[src/hdl/ithpe_pkg.sv]
// Package: shared types, codes and constants of the interrupt program engine.
`timescale 1ns / 1ps
package ithpe_pkg;

  localparam int unsigned ProgDepthDefault    = 32;
  localparam int unsigned ScratchCountDefault = 6;
  localparam int unsigned RunLimit            = 32;
  localparam int unsigned LenW                = 6;

  // input operations
  localparam logic [1:0] OP_CMD  = 2'd0;
  localparam logic [1:0] OP_IRQ  = 2'd1;
  localparam logic [1:0] OP_DATA = 2'd2;

  // command codes
  localparam logic [3:0] C_RD8   = 4'd0;
  localparam logic [3:0] C_RD16  = 4'd1;
  localparam logic [3:0] C_RD32  = 4'd2;
  localparam logic [3:0] C_WI8   = 4'd3;
  localparam logic [3:0] C_WI16  = 4'd4;
  localparam logic [3:0] C_WI32  = 4'd5;
  localparam logic [3:0] C_WR8   = 4'd6;
  localparam logic [3:0] C_WR16  = 4'd7;
  localparam logic [3:0] C_WR32  = 4'd8;
  localparam logic [3:0] C_LOAD  = 4'd9;
  localparam logic [3:0] C_AND   = 4'd10;
  localparam logic [3:0] C_SKIP  = 4'd11;
  localparam logic [3:0] C_ACPT  = 4'd12;
  localparam logic [3:0] C_DECL  = 4'd13;

  // result kinds
  localparam logic [2:0] K_OK   = 3'd0;
  localparam logic [2:0] K_ERR  = 3'd1;
  localparam logic [2:0] K_RD   = 3'd2;
  localparam logic [2:0] K_WR   = 3'd3;
  localparam logic [2:0] K_ACPT = 3'd4;
  localparam logic [2:0] K_DECL = 3'd5;
  localparam logic [2:0] K_REJ  = 3'd6;

  // config register indexes
  localparam logic [0:0] R_LEN = 1'd0;
  localparam logic [0:0] R_EN  = 1'd1;

  typedef struct packed {
    logic [1:0]  operation;
    logic [4:0]  slot;
    logic [3:0]  command_code;
    logic [2:0]  source_reg;
    logic [2:0]  dest_reg;
    logic [31:0] immediate;
    logic [31:0] port_address;
    logic [31:0] read_data;
  } in_item_t;

  typedef struct packed {
    logic [2:0]  kind;
    logic [31:0] access_address;
    logic [2:0]  access_bytes;
    logic [31:0] write_value;
    logic [31:0] sequence_res;
    logic [31:0] arg_one;
    logic [31:0] arg_two;
    logic [31:0] arg_three;
    logic [31:0] arg_four;
    logic [31:0] arg_five;
    logic        last;
  } out_item_t;

  // controller -> datapath commands
  typedef struct packed {
    logic take_in;    // latch input item
    logic cmd_write;  // store command (if valid) and emit ok/err
    logic fetch;      // read store at pc
    logic exec;       // execute fetched command
    logic rd_done;    // write returned read data
    logic emit_simple;// emit a kind-only result
    logic [2:0] simple_kind;
    logic pc_clear;
  } ctl_t;

  // datapath -> controller status
  typedef struct packed {
    logic [1:0] op;
    logic       run_end;    // pc at or past run length
    logic       ends_item;  // executed command ends the item (read/accept/decline)
    logic       is_read;
    logic       emits;      // executed command emits a result
  } sts_t;

  function automatic logic [2:0] size_of(input logic [3:0] code);
    logic [3:0] m;
    m = (code < 4'd3) ? code : (code < 4'd6) ? code - 4'd3 : code - 4'd6;
    return (m == 4'd0) ? 3'd1 : (m == 4'd1) ? 3'd2 : 3'd4;
  endfunction

  function automatic logic [31:0] trunc_to(input logic [31:0] v, input logic [2:0] b);
    return (b == 3'd1) ? {24'd0, v[7:0]} : (b == 3'd2) ? {16'd0, v[15:0]} : v;
  endfunction

endpackage

[src/hdl/ithpe_if.sv]
// Interfaces: valid/ready item channel and configuration write channel.
`timescale 1ns / 1ps
interface ithpe_stream_if #(parameter type T = logic) ();
  logic valid;
  logic ready;
  T     data;
  modport source (output valid, output data, input ready);
  modport sink   (input valid, input data, output ready);
endinterface

interface ithpe_cfg_if ();
  logic        valid;
  logic        ready;
  logic [0:0]  index;
  logic [31:0] wdata;
  modport source (output valid, output index, output wdata, input ready);
  modport sink   (input valid, input index, input wdata, output ready);
endinterface

[src/hdl/ithpe_ctrl.sv]
// Controller: sequences command writes, program runs and port-read pauses.
`timescale 1ns / 1ps
module ithpe_ctrl
  import ithpe_pkg::*;
(
  input  logic       clk_i,
  input  logic       rst_ni,
  input  logic       in_valid_i,
  output logic       in_ready_o,
  input  logic       out_busy_i,  // output register full and not taken
  input  logic       awaiting_i,
  input  logic       enable_i,
  input  sts_t       sts_i,
  output ctl_t       ctl_o
);
  localparam logic [2:0] S_IDLE  = 3'd0;
  localparam logic [2:0] S_DISP  = 3'd1;
  localparam logic [2:0] S_FETCH = 3'd2;
  localparam logic [2:0] S_EXEC  = 3'd3;
  localparam logic [2:0] S_DONE  = 3'd4;

  logic [2:0] state_q, state_d;

  always_comb begin
    state_d    = state_q;
    ctl_o      = '0;
    in_ready_o = 1'b0;
    unique case (state_q)
      S_IDLE: begin
        in_ready_o = 1'b1;
        if (in_valid_i) begin
          ctl_o.take_in = 1'b1;
          state_d = S_DISP;
        end
      end
      S_DISP: begin
        if (!out_busy_i) begin
          state_d = S_IDLE;
          if (sts_i.op == OP_CMD) begin
            ctl_o.cmd_write = 1'b1;
          end else if (sts_i.op == OP_IRQ && !awaiting_i) begin
            if (!enable_i) begin
              ctl_o.emit_simple = 1'b1;
              ctl_o.simple_kind = K_DECL;
              ctl_o.pc_clear = 1'b1;
            end else begin
              ctl_o.pc_clear = 1'b1;
              state_d = S_FETCH;
            end
          end else if (sts_i.op == OP_DATA && awaiting_i) begin
            ctl_o.rd_done = 1'b1;
            state_d = S_FETCH;
          end else begin
            ctl_o.emit_simple = 1'b1;
            ctl_o.simple_kind = K_REJ;
          end
        end
      end
      S_FETCH: begin
        if (sts_i.run_end) begin
          state_d = S_DONE;
        end else begin
          ctl_o.fetch = 1'b1;
          state_d = S_EXEC;
        end
      end
      S_EXEC: begin
        if (!(sts_i.emits && out_busy_i)) begin
          ctl_o.exec = 1'b1;
          state_d = sts_i.ends_item ? S_IDLE : S_FETCH;
        end
      end
      S_DONE: begin
        if (!out_busy_i) begin
          ctl_o.emit_simple = 1'b1;
          ctl_o.simple_kind = K_DECL;
          ctl_o.pc_clear = 1'b1;
          state_d = S_IDLE;
        end
      end
      default: state_d = S_IDLE;
    endcase
  end

  always_ff @(posedge clk_i or negedge rst_ni) begin
    if (!rst_ni) state_q <= S_IDLE;
    else         state_q <= state_d;
  end
endmodule

[src/hdl/ithpe_dp.sv]
// Datapath: program store, scratch registers, counters and result register.
`timescale 1ns / 1ps
module ithpe_dp
  import ithpe_pkg::*;
#(
  parameter int unsigned PROG_DEPTH    = ProgDepthDefault,
  parameter int unsigned SCRATCH_COUNT = ScratchCountDefault
) (
  input  logic        clk_i,
  input  logic        rst_ni,
  input  in_item_t    in_i,
  input  ctl_t        ctl_i,
  output sts_t        sts_o,
  input  logic [LenW-1:0] prog_len_i,
  output logic        awaiting_o,
  output logic        out_valid_o,
  input  logic        out_ready_i,
  output out_item_t   out_o
);
  localparam int unsigned AW  = (PROG_DEPTH > 1) ? $clog2(PROG_DEPTH) : 1;
  localparam int unsigned PCW = $clog2(PROG_DEPTH + 1) > LenW ? $clog2(PROG_DEPTH + 1) : LenW;
  localparam int unsigned LimVal = (RunLimit < PROG_DEPTH) ? RunLimit : PROG_DEPTH;
  localparam logic [PCW-1:0] Lim = PCW'(LimVal);

  logic [41:0] cmd_mem [PROG_DEPTH];
  logic [31:0] adr_mem [PROG_DEPTH];
  logic [41:0] cmd_q;
  logic [31:0] adr_q;
  logic [31:0] scr_q [SCRATCH_COUNT];
  logic [31:0] scr_d [SCRATCH_COUNT];
  logic [PCW-1:0] pc_q, pc_d;
  logic        await_q, await_d;
  logic [2:0]  pdst_q, pdst_d;
  logic [2:0]  pbytes_q, pbytes_d;
  logic [31:0] ncnt_q, ncnt_d;
  in_item_t    in_q;
  logic        ov_q, ov_d;
  out_item_t   o_q, o_d;

  // run length
  logic [PCW-1:0] len_ext, run_len;
  assign len_ext = PCW'(prog_len_i);
  assign run_len = (len_ext > Lim) ? Lim : len_ext;

  // command write check
  logic bad;
  always_comb begin
    bad = (in_q.command_code >= 4'd14)
       || (32'(in_q.source_reg) >= 32'(SCRATCH_COUNT))
       || (32'(in_q.dest_reg) >= 32'(SCRATCH_COUNT))
       || (32'(in_q.slot) >= 32'(PROG_DEPTH));
    if (in_q.command_code == C_SKIP &&
        (33'(in_q.slot) + 33'(in_q.immediate)) > 33'(prog_len_i)) bad = 1'b1;
  end

  // decode fetched command
  logic [3:0]  code;
  logic [2:0]  src, dst, bytes;
  logic [31:0] imm, srcv;
  assign code  = cmd_q[3:0];
  assign src   = cmd_q[6:4];
  assign dst   = cmd_q[9:7];
  assign imm   = cmd_q[41:10];
  assign bytes = size_of(code);
  always_comb begin
    srcv = '0;
    for (int i = 0; i < SCRATCH_COUNT; i++)
      if (32'(src) == i) srcv = scr_q[i];
  end

  // next pc for sequential commands
  logic [32+PCW-1:0] nxt;
  logic [PCW-1:0]    nxt_pc;
  always_comb begin
    nxt = (32+PCW)'(pc_q) + 1'b1;
    if (code == C_SKIP && srcv == '0) nxt = nxt + (32+PCW)'(imm);
    nxt_pc = (nxt >= (32+PCW)'(run_len)) ? run_len : nxt[PCW-1:0];
  end

  always_comb begin
    sts_o.op        = in_q.operation;
    sts_o.run_end   = pc_q >= run_len;
    sts_o.is_read   = code <= C_RD32;
    sts_o.ends_item = code <= C_RD32 || code == C_ACPT || code >= C_DECL;
    sts_o.emits     = code <= C_WR32 || code == C_ACPT || code >= C_DECL;
  end
  assign awaiting_o  = await_q;
  assign out_valid_o = ov_q;
  assign out_o       = o_q;

  // store and input capture (no reset)
  always_ff @(posedge clk_i) begin
    if (ctl_i.take_in) in_q <= in_i;
    if (ctl_i.cmd_write && !bad) begin
      cmd_mem[AW'(in_q.slot)] <= {in_q.immediate, in_q.dest_reg,
                                  in_q.source_reg, in_q.command_code};
      adr_mem[AW'(in_q.slot)] <= in_q.port_address;
    end
    if (ctl_i.fetch) begin
      cmd_q <= cmd_mem[pc_q[AW-1:0]];
      adr_q <= adr_mem[pc_q[AW-1:0]];
    end
  end

  // next state of the engine registers
  always_comb begin
    scr_d    = scr_q;
    pc_d     = pc_q;
    await_d  = await_q;
    pdst_d   = pdst_q;
    pbytes_d = pbytes_q;
    ncnt_d   = ncnt_q;
    ov_d     = ov_q;
    o_d      = o_q;
    if (ov_q && out_ready_i) ov_d = 1'b0;
    if (ctl_i.pc_clear) begin
      pc_d = '0; await_d = 1'b0;
    end
    if (ctl_i.emit_simple || ctl_i.cmd_write) begin
      ov_d = 1'b1;
      o_d = '0;
      o_d.kind = ctl_i.cmd_write ? (bad ? K_ERR : K_OK) : ctl_i.simple_kind;
      o_d.last = 1'b1;
    end
    if (ctl_i.rd_done) begin
      for (int i = 0; i < SCRATCH_COUNT; i++)
        if (32'(pdst_q) == i) scr_d[i] = trunc_to(in_q.read_data, pbytes_q);
      await_d = 1'b0;
      pc_d = pc_q + 1'b1;
    end
    if (ctl_i.exec) begin
      pc_d = nxt_pc;
      case (code)
        C_RD8, C_RD16, C_RD32: begin
          pdst_d = dst; pbytes_d = bytes; await_d = 1'b1;
          ov_d = 1'b1; o_d = '0; o_d.kind = K_RD;
          o_d.access_address = adr_q; o_d.access_bytes = bytes; o_d.last = 1'b1;
          pc_d = pc_q;
        end
        C_WI8, C_WI16, C_WI32, C_WR8, C_WR16, C_WR32: begin
          ov_d = 1'b1; o_d = '0; o_d.kind = K_WR;
          o_d.access_address = adr_q; o_d.access_bytes = bytes;
          o_d.write_value = trunc_to((code <= C_WI32) ? imm : srcv, bytes);
        end
        C_LOAD, C_AND: begin
          for (int i = 0; i < SCRATCH_COUNT; i++)
            if (32'(dst) == i) scr_d[i] = (code == C_LOAD) ? imm : (srcv & imm);
        end
        C_SKIP: ;
        C_ACPT: begin
          ncnt_d = ncnt_q + 1'b1;
          pc_d = '0; await_d = 1'b0;
          ov_d = 1'b1; o_d = '0; o_d.kind = K_ACPT;
          o_d.sequence_res = ncnt_q + 1'b1;
          o_d.arg_one = scr_q[1]; o_d.arg_two = scr_q[2];
          o_d.arg_three = scr_q[3]; o_d.arg_four = scr_q[4];
          o_d.arg_five = scr_q[5]; o_d.last = 1'b1;
        end
        default: begin
          pc_d = '0; await_d = 1'b0;
          ov_d = 1'b1; o_d = '0; o_d.kind = K_DECL; o_d.last = 1'b1;
        end
      endcase
    end
  end

  always_ff @(posedge clk_i or negedge rst_ni) begin
    if (!rst_ni) begin
      for (int i = 0; i < SCRATCH_COUNT; i++) scr_q[i] <= '0;
      pc_q <= '0; await_q <= 1'b0; pdst_q <= '0; pbytes_q <= '0;
      ncnt_q <= '0; ov_q <= 1'b0; o_q <= '0;
    end else begin
      scr_q    <= scr_d;
      pc_q     <= pc_d;
      await_q  <= await_d;
      pdst_q   <= pdst_d;
      pbytes_q <= pbytes_d;
      ncnt_q   <= ncnt_d;
      ov_q     <= ov_d;
      o_q      <= o_d;
    end
  end
endmodule

[src/hdl/irq_top_half_program_engine.sv]
// Top level: interrupt program engine with config port, controller and datapath.
`timescale 1ns / 1ps
// A command write or a rejected item is taken in the idle state; its result is registered
// from the dispatch state once the output is free. An interrupt runs each program command
// as a fetch from the program store, then an execute; a program that runs off the end
// declines. A port read ends the transaction; read_data resumes at the next command.
// One input transaction at a time; the next is taken once the last result is registered.
// Reset (async, active low) clears scratch registers and counters and sets config to length
// zero, enabled; the program store has no reset and must be written before use.
module irq_top_half_program_engine
  import ithpe_pkg::*;
#(
  parameter int unsigned PROG_DEPTH    = ProgDepthDefault,
  parameter int unsigned SCRATCH_COUNT = ScratchCountDefault
) (
  input  logic clk_i,
  input  logic rst_ni,
  ithpe_cfg_if.sink                  cfg,
  ithpe_stream_if.sink               in_ch,
  ithpe_stream_if.source             out_ch
);
  // configuration registers
  logic [LenW-1:0] len_q;
  logic            en_q;
  assign cfg.ready = 1'b1;
  always_ff @(posedge clk_i or negedge rst_ni) begin
    if (!rst_ni) begin
      len_q <= '0;
      en_q  <= 1'b1;
    end else if (cfg.valid) begin
      unique case (cfg.index)
        R_LEN:   len_q <= cfg.wdata[LenW-1:0];
        R_EN:    en_q  <= cfg.wdata[0];
        default: ;
      endcase
    end
  end

  ctl_t ctl;
  sts_t sts;
  logic awaiting, out_valid;
  in_item_t  in_item;
  out_item_t out_item;
  assign in_item = in_ch.data;

  ithpe_ctrl u_ctrl (
    .clk_i, .rst_ni,
    .in_valid_i (in_ch.valid),
    .in_ready_o (in_ch.ready),
    .out_busy_i (out_valid && !out_ch.ready),
    .awaiting_i (awaiting),
    .enable_i   (en_q),
    .sts_i      (sts),
    .ctl_o      (ctl)
  );

  ithpe_dp #(.PROG_DEPTH(PROG_DEPTH), .SCRATCH_COUNT(SCRATCH_COUNT)) u_dp (
    .clk_i, .rst_ni,
    .in_i        (in_item),
    .ctl_i       (ctl),
    .sts_o       (sts),
    .prog_len_i  (len_q),
    .awaiting_o  (awaiting),
    .out_valid_o (out_valid),
    .out_ready_i (out_ch.ready),
    .out_o       (out_item)
  );

  assign out_ch.valid = out_valid;
  assign out_ch.data  = out_item;
endmodule

[src/flat_wrapper.sv]
// flat-port wrapper written by rule: the top's interface ports become plain ports
module irq_top_half_program_engine_flat import ithpe_pkg::*;
#(
  parameter int unsigned PROG_DEPTH    = ProgDepthDefault,
  parameter int unsigned SCRATCH_COUNT = ScratchCountDefault
)
  (clk_i, rst_ni, cfg_valid, cfg_index, cfg_wdata, cfg_ready, in_ch_valid, in_ch_data, in_ch_ready, out_ch_valid, out_ch_data, out_ch_ready);
  ithpe_cfg_if cfg_i ();
  ithpe_stream_if in_ch_i ();
  ithpe_stream_if out_ch_i ();
  input  logic clk_i;
  input  logic rst_ni;
  input wire logic [$bits(cfg_i.valid)-1:0] cfg_valid;
  input wire logic [$bits(cfg_i.index)-1:0] cfg_index;
  input wire logic [$bits(cfg_i.wdata)-1:0] cfg_wdata;
  output wire logic [$bits(cfg_i.ready)-1:0] cfg_ready;
  input wire logic [$bits(in_ch_i.valid)-1:0] in_ch_valid;
  input wire logic [$bits(in_ch_i.data)-1:0] in_ch_data;
  output wire logic [$bits(in_ch_i.ready)-1:0] in_ch_ready;
  output wire logic [$bits(out_ch_i.valid)-1:0] out_ch_valid;
  output wire logic [$bits(out_ch_i.data)-1:0] out_ch_data;
  input wire logic [$bits(out_ch_i.ready)-1:0] out_ch_ready;
  assign cfg_i.valid = cfg_valid;
  assign cfg_i.index = cfg_index;
  assign cfg_i.wdata = cfg_wdata;
  assign cfg_ready = cfg_i.ready;
  assign in_ch_i.valid = in_ch_valid;
  assign in_ch_i.data = in_ch_data;
  assign in_ch_ready = in_ch_i.ready;
  assign out_ch_valid = out_ch_i.valid;
  assign out_ch_data = out_ch_i.data;
  assign out_ch_i.ready = out_ch_ready;
  irq_top_half_program_engine #(.PROG_DEPTH(PROG_DEPTH), .SCRATCH_COUNT(SCRATCH_COUNT)) u_core (.clk_i(clk_i), .rst_ni(rst_ni), .cfg(cfg_i), .in_ch(in_ch_i), .out_ch(out_ch_i));
endmodule
[config.mk]
export PLATFORM = sky130hd
export DESIGN_NAME = irq_top_half_program_engine_flat
export DESIGN_NICKNAME = d
export VERILOG_FILES = /design/src/hdl/ithpe_pkg.sv /design/src/hdl/ithpe_if.sv /design/src/hdl/ithpe_ctrl.sv /design/src/hdl/ithpe_dp.sv /design/src/hdl/irq_top_half_program_engine.sv /design/src/flat_wrapper.sv
export SDC_FILE = /design/constraint.sdc
export NUM_CORES = 1
export LEC_CHECK = 0
export ABC_AREA = 1
export BUFFER_PORTS_ARGS = -buffer_cell sky130_fd_sc_hd__buf_4
export CELL_PAD_IN_SITES_DETAIL_PLACEMENT = 1
export CELL_PAD_IN_SITES_GLOBAL_PLACEMENT = 2
export CORE_MARGIN = 5
export CORE_UTILIZATION = 18
export DETAILED_ROUTE_END_ITERATION = 8
export PLACE_DENSITY = 0.79
export SKIP_LAST_GASP = 1
export SLEW_MARGIN = 25
export SYNTH_ARGS = -nofsm -noshare
export SYNTH_HDL_FRONTEND = slang
export SYNTH_SLANG_ARGS = --single-unit
[constraint.sdc]
create_clock -name clk_i -period 1.3 [get_ports clk_i]
set_input_delay 0.195 -clock clk_i [delete_from_list [all_inputs] [get_ports clk_i]]
set_output_delay 0.195 -clock clk_i [all_outputs]
set_load 0.01 [all_outputs]
# Word level (Yosys, flattened, before mapping)
# Cells that the tools add are included.
# totals
register_bits	577
inputBits	39
elab_cells	158
# classes
n_addsub	5
magnitude_cmp	9
n_eq_ne	34
mux	51
n_bitwise	2
reduce_logical	33
# ops
operator	n
$pmux W263 S4	1
$mux W263	2
$mux W32	16
$mux W192	2
$ge A38 B6 Y1	1
$add A7 B32 Y33	1
$mux W33	1
$add A32 B1 Y32 const B	1
$and A32 B32 Y32	1
$logic_not A32 Y1	1
$mux W6	4
$eq A3 B2 Y1 const B	7
$mux W3	7
$eq A4 B4 Y1 const B	5
$reduce_and A3 Y1	6
$eq A4 B3 Y1 const B	4
$eq A3 B3 Y1 const B	5
$eq A3 B1 Y1 const B	4
$pmux W3 S4	1
$pmux W6 S2	1
$mux W1	11
$mux W5	2
$ne A2 B2 Y1 const B	5
$logic_not A3 Y1	3
other kinds (27)	42

# Longest topological paths before layout
# logic_depth
word_depth	14
ltp_mapped	8

# Modules after synthesis
# Synthesis repeated with hierarchy kept, for this count alone.
# hier_totals
hier_cells	10698
area_unflattened_um2	125221.3
# modules_own_cells
mod	instances	cells_each	area_per_inst_um2
ithpe_dp	1	10598	124554.5
ithpe_ctrl	1	63	350.3
irq_top_half_program_engine	1	37	316.6

# Worst setup path after synthesis
# No wires, ideal clock.
# synth_timing
path_kind	reg2reg
start	register u_core.u_ctrl.state_q[0]
end	register u_core.u_ctrl.state_q[0]
setup_time_ps	116
arrival_time_ps	890
t_required_ps	1184
path_slack_ps	294
stages_incl_launch_ff	9
period_less_slack_ps	1006
path_cell_list	dfrtp_1 -> inv_2 -> nand2_1 -> nor2_2 -> nand2_1 -> nand2_1 -> inv_1 -> nand2_1 -> nand2_1
# synth_between
elab_chain_cells	3
elab_cells_between_ends	12
cone_classes	eq/ne (8); mux (1); reduce/logical (3)
# synth_rtl
item	line	rtl
start, declared	ithpe_ctrl.sv:22	logic [2:0] state_q, state_d;
start signal, assigned	ithpe_ctrl.sv:87	else state_q <= state_d;
$eq A3 B1 Y1, or another cell as far along	n/a	
$reduce_or A2 Y1 (no source line) / $ne A2 B2 Y1 (equally long branches)	n/a	
$pmux W3 S4 / $reduce_and A4 Y1 (equally long branches)	n/a	
# Several ways; a longest one is shown, not always the timed one.
# A chain may end at the register's enable or synchronous reset.

# Worst setup path after layout
# layout_timing
start	register u_core.u_ctrl.state_q[0]
end	output in_ch_ready
# layout_between
elab_chain_cells	2
# layout_rtl
item	line	rtl
$logic_not A3 Y1	ithpe_ctrl.sv:28	unique case (state_q)
$mux W1	ithpe_ctrl.sv:28	
end, declared	flat_wrapper.sv:19	output wire logic [$bits(in_ch_i.ready)-1:0] in_ch_ready;
# Every way passes these cells.

==> results.sh <==
export IMPL_cap_violations=0
export IMPL_area_growth_pct=38.15
export IMPL_initial_core_util_pct=18.51
export IMPL_wl_per_cell_um=10.20
export IMPL_grt_max_degree=12
export IMPL_rows=19
export IMPL_synth_area_top_cells="dfrtp_1 55%, mux2_2 13%, nand2_1 7.5%"
export IMPL_drc=0
export IMPL_ys_seq_area_share_pct=54.86
export IMPL_final_common_cell="buf_4"
export IMPL_final_cell_mix="14 x buf_4, 11 x dfrtp_1, 9 x nand2_1"
export IMPL_post_place_ws_ns=0.1887
export IMPL_cts_root_buf="clkbuf_4"
export IMPL_core_um2=2710
export IMPL_finalHoldViolations=0
export IMPL_cp_arrival_ns=1.02
export IMPL_grt_pass1_vias=469
export IMPL_via_per_inst=3.874
export IMPL_synth_cell_types=16
export IMPL_synth_nets=92
export IMPL_crit_required_ns=1.11
export IMPL_ys_warn_count=0
export IMPL_p_leak_nw=0.3442
export IMPL_status="completed"
export IMPL_synth_area_um2=501.7
export IMPL_die_y_um=62.80
export IMPL_track_usage_pct=6.436
export IMPL_netlist_instances=53
export IMPL_grt_overflow=0
export IMPL_cts_made_buffers=3
export IMPL_cp_end_kind="output pin"
export IMPL_worst_slack_ns=0.08112
export IMPL_gp_congestion=0.6522
export IMPL_cellPowerDensity_nw_per_um2=1491
export IMPL_synth_area_per_cell_um2=9.467
export IMPL_cts_tree="built"
export IMPL_fin_nets=112
export IMPL_ir_drop_mv=0.4405
export IMPL_fin_skew_ns=0.005604
export IMPL_max_stage_delay_ns=0.41
export IMPL_hold_ws_ns=0.1522
export IMPL_cts_path_max_buffers=2
export IMPL_critPathMaxFanout=3
export IMPL_dr_pass1_iters=2
export IMPL_timing_worst_setup_path_type="flip-flop to output pin"
export IMPL_io_pin_count=43
export IMPL_num_antenna_cells=0
export IMPL_yosys_area_top_type="dfrtp_1"
export IMPL_layout_drive_gt1_share_pct=38.89
export IMPL_rsz0062_at_grt="no"
export IMPL_drtIter0Drc=2
export IMPL_wl_mm=1.051
export IMPL_final_cells=103
export IMPL_place_inst=97
export IMPL_cts_sinks=11
export IMPL_crit_chain="inv_2 -> nand2_2 -> nor2_4 -> buf_6"
export IMPL_grt_antenna_before_repair=0
export IMPL_period_share_pct=93.76
export IMPL_timing_fmax_mhz=820.4
export IMPL_synth_top_cell_area_share_pct=54.86
export IMPL_ys_ff_latch=11
export IMPL_die_area_um2=3943
export IMPL_start_kind="flip-flop"
export IMPL_setup_tns_ns=0
export IMPL_dp_hpwl_um=882.7
export IMPL_cp_slowest_cell="dfrtp_1"
export IMPL_clkLatencyLatePin_ns=0.27
export IMPL_period_minus_slack_ns=1.219
export IMPL_htree_num_levels=1
export IMPL_drv_slew=0
export IMPL_setup_viol=0
export IMPL_vias=399
export IMPL_cts_reportedPaths_clkPinSlew_ns=0.07
export IMPL_grt_pass1_wl_mm=1.938
export IMPL_antenna_left=0
export IMPL_holdCritPathClass="primary input to flip-flop"
export IMPL_port_buffers=14
export IMPL_die_w_um=62.80
==> worst max-delay path, delay by kind of cell (launching register included) <==
kind / cells / cell delay (ns)
and+or+nand+nor: 2 / 0.16
buffers and inverters: 2 / 0.18
DFF: 1 / 0.41
==> final timing paths <==
check | start | to | slack (ns) | cells past startpoint
setup / recovery | u_core.u_ctrl.state_q[0] | in_ch_ready | 0.08 | 4
hold / removal | cfg_wdata[1] | u_core.len_q[1] | 0.15 | 2
setup reg to reg | u_core.u_ctrl.state_q[0] | u_core.u_ctrl.state_q[0] | 0.19 | 9
hold reg to reg | u_core.u_dp.out_o[0] | u_core.u_dp.out_o[0] | 0.51 | 1
max in group asynchronous | rst_ni | u_core.u_ctrl.state_q[1] | 0.86 | 2
min in group asynchronous | rst_ni | u_core.len_q[1] | 0.28 | 2
==> cells by family after synthesis <==
kind of cell / synth area share, %
buffers and inverters: 8.231
flip-flops: 54.86
AND/OR/NAND/NOR: 18.21
other: 0.7474
AO/OA/AOI/OAI: 4.488
multiplexers: 13.47
==> cell usage after synthesis, drive strengths merged <==
cell type / number
nand2: 10
and2: 1
inv: 9
buf: 1
nand3: 2
nand4: 1
mux2: 6
o21ai: 3
o21bai: 1
nor2: 6
dfrtp: 11
or2: 1
conb: 1
==> final cells by class <==
cell class / count / area (um^2)
well taps: 31 / 38.79
repair buffers: 16 / 126.4
fillers: 341 / 2017
inverters: 9 / 33.78
flip-flops and latches: 11 / 275.3
clock buffers: 4 / 26.28
multi-input cells: 32 / 192.7
==> per-layer routing <==
layer / vias to the layer above / track usage [%] / wire length, um
li1: 199 / - / -
met1: 190 / 5.708 / 372
met2: 6 / 11.27 / 605
met3: 4 / 1.799 / 34
met4: 0 / 6.366 / 40
met5: - / 0 / 0
==> sequential cells by signal (all words and copies together) (netlist names) <==
register,cells
u_core.u_dp.out_o,1
u_core.u_dp.out_valid_o,1
u_core.len_q,6
u_core.u_ctrl.state_q,3
==> power by group <==
part           switching (W)  internal [W]  total, W
Combinational       0.000173      0.000186  0.000359
Sequential         0.0000353      0.000402  0.000437
Clock               0.000118      0.000119  0.000237
==> stage by stage <==
step                      util, %  area (um^2)   power, W
after floorplan                 -        501.7  0.0006316
after global placement      23.55        638.1  0.0007425
after detailed placement    23.55        638.1  0.0007568
after CTS                   24.88        674.4  0.0009973
after global routing        25.58        693.2   0.001131
final                       25.58        693.2   0.001034
==> repair_timing <==
item | in CTS | in global routing
endpoints found under the setup margin | 0 | 1
resized for setup | 0 | 3
setup buffers | 0 | 1
endpoints found under the hold margin | 11 | 0
hold buffers | 1 | 0
(Power assumes the default switching activity.)
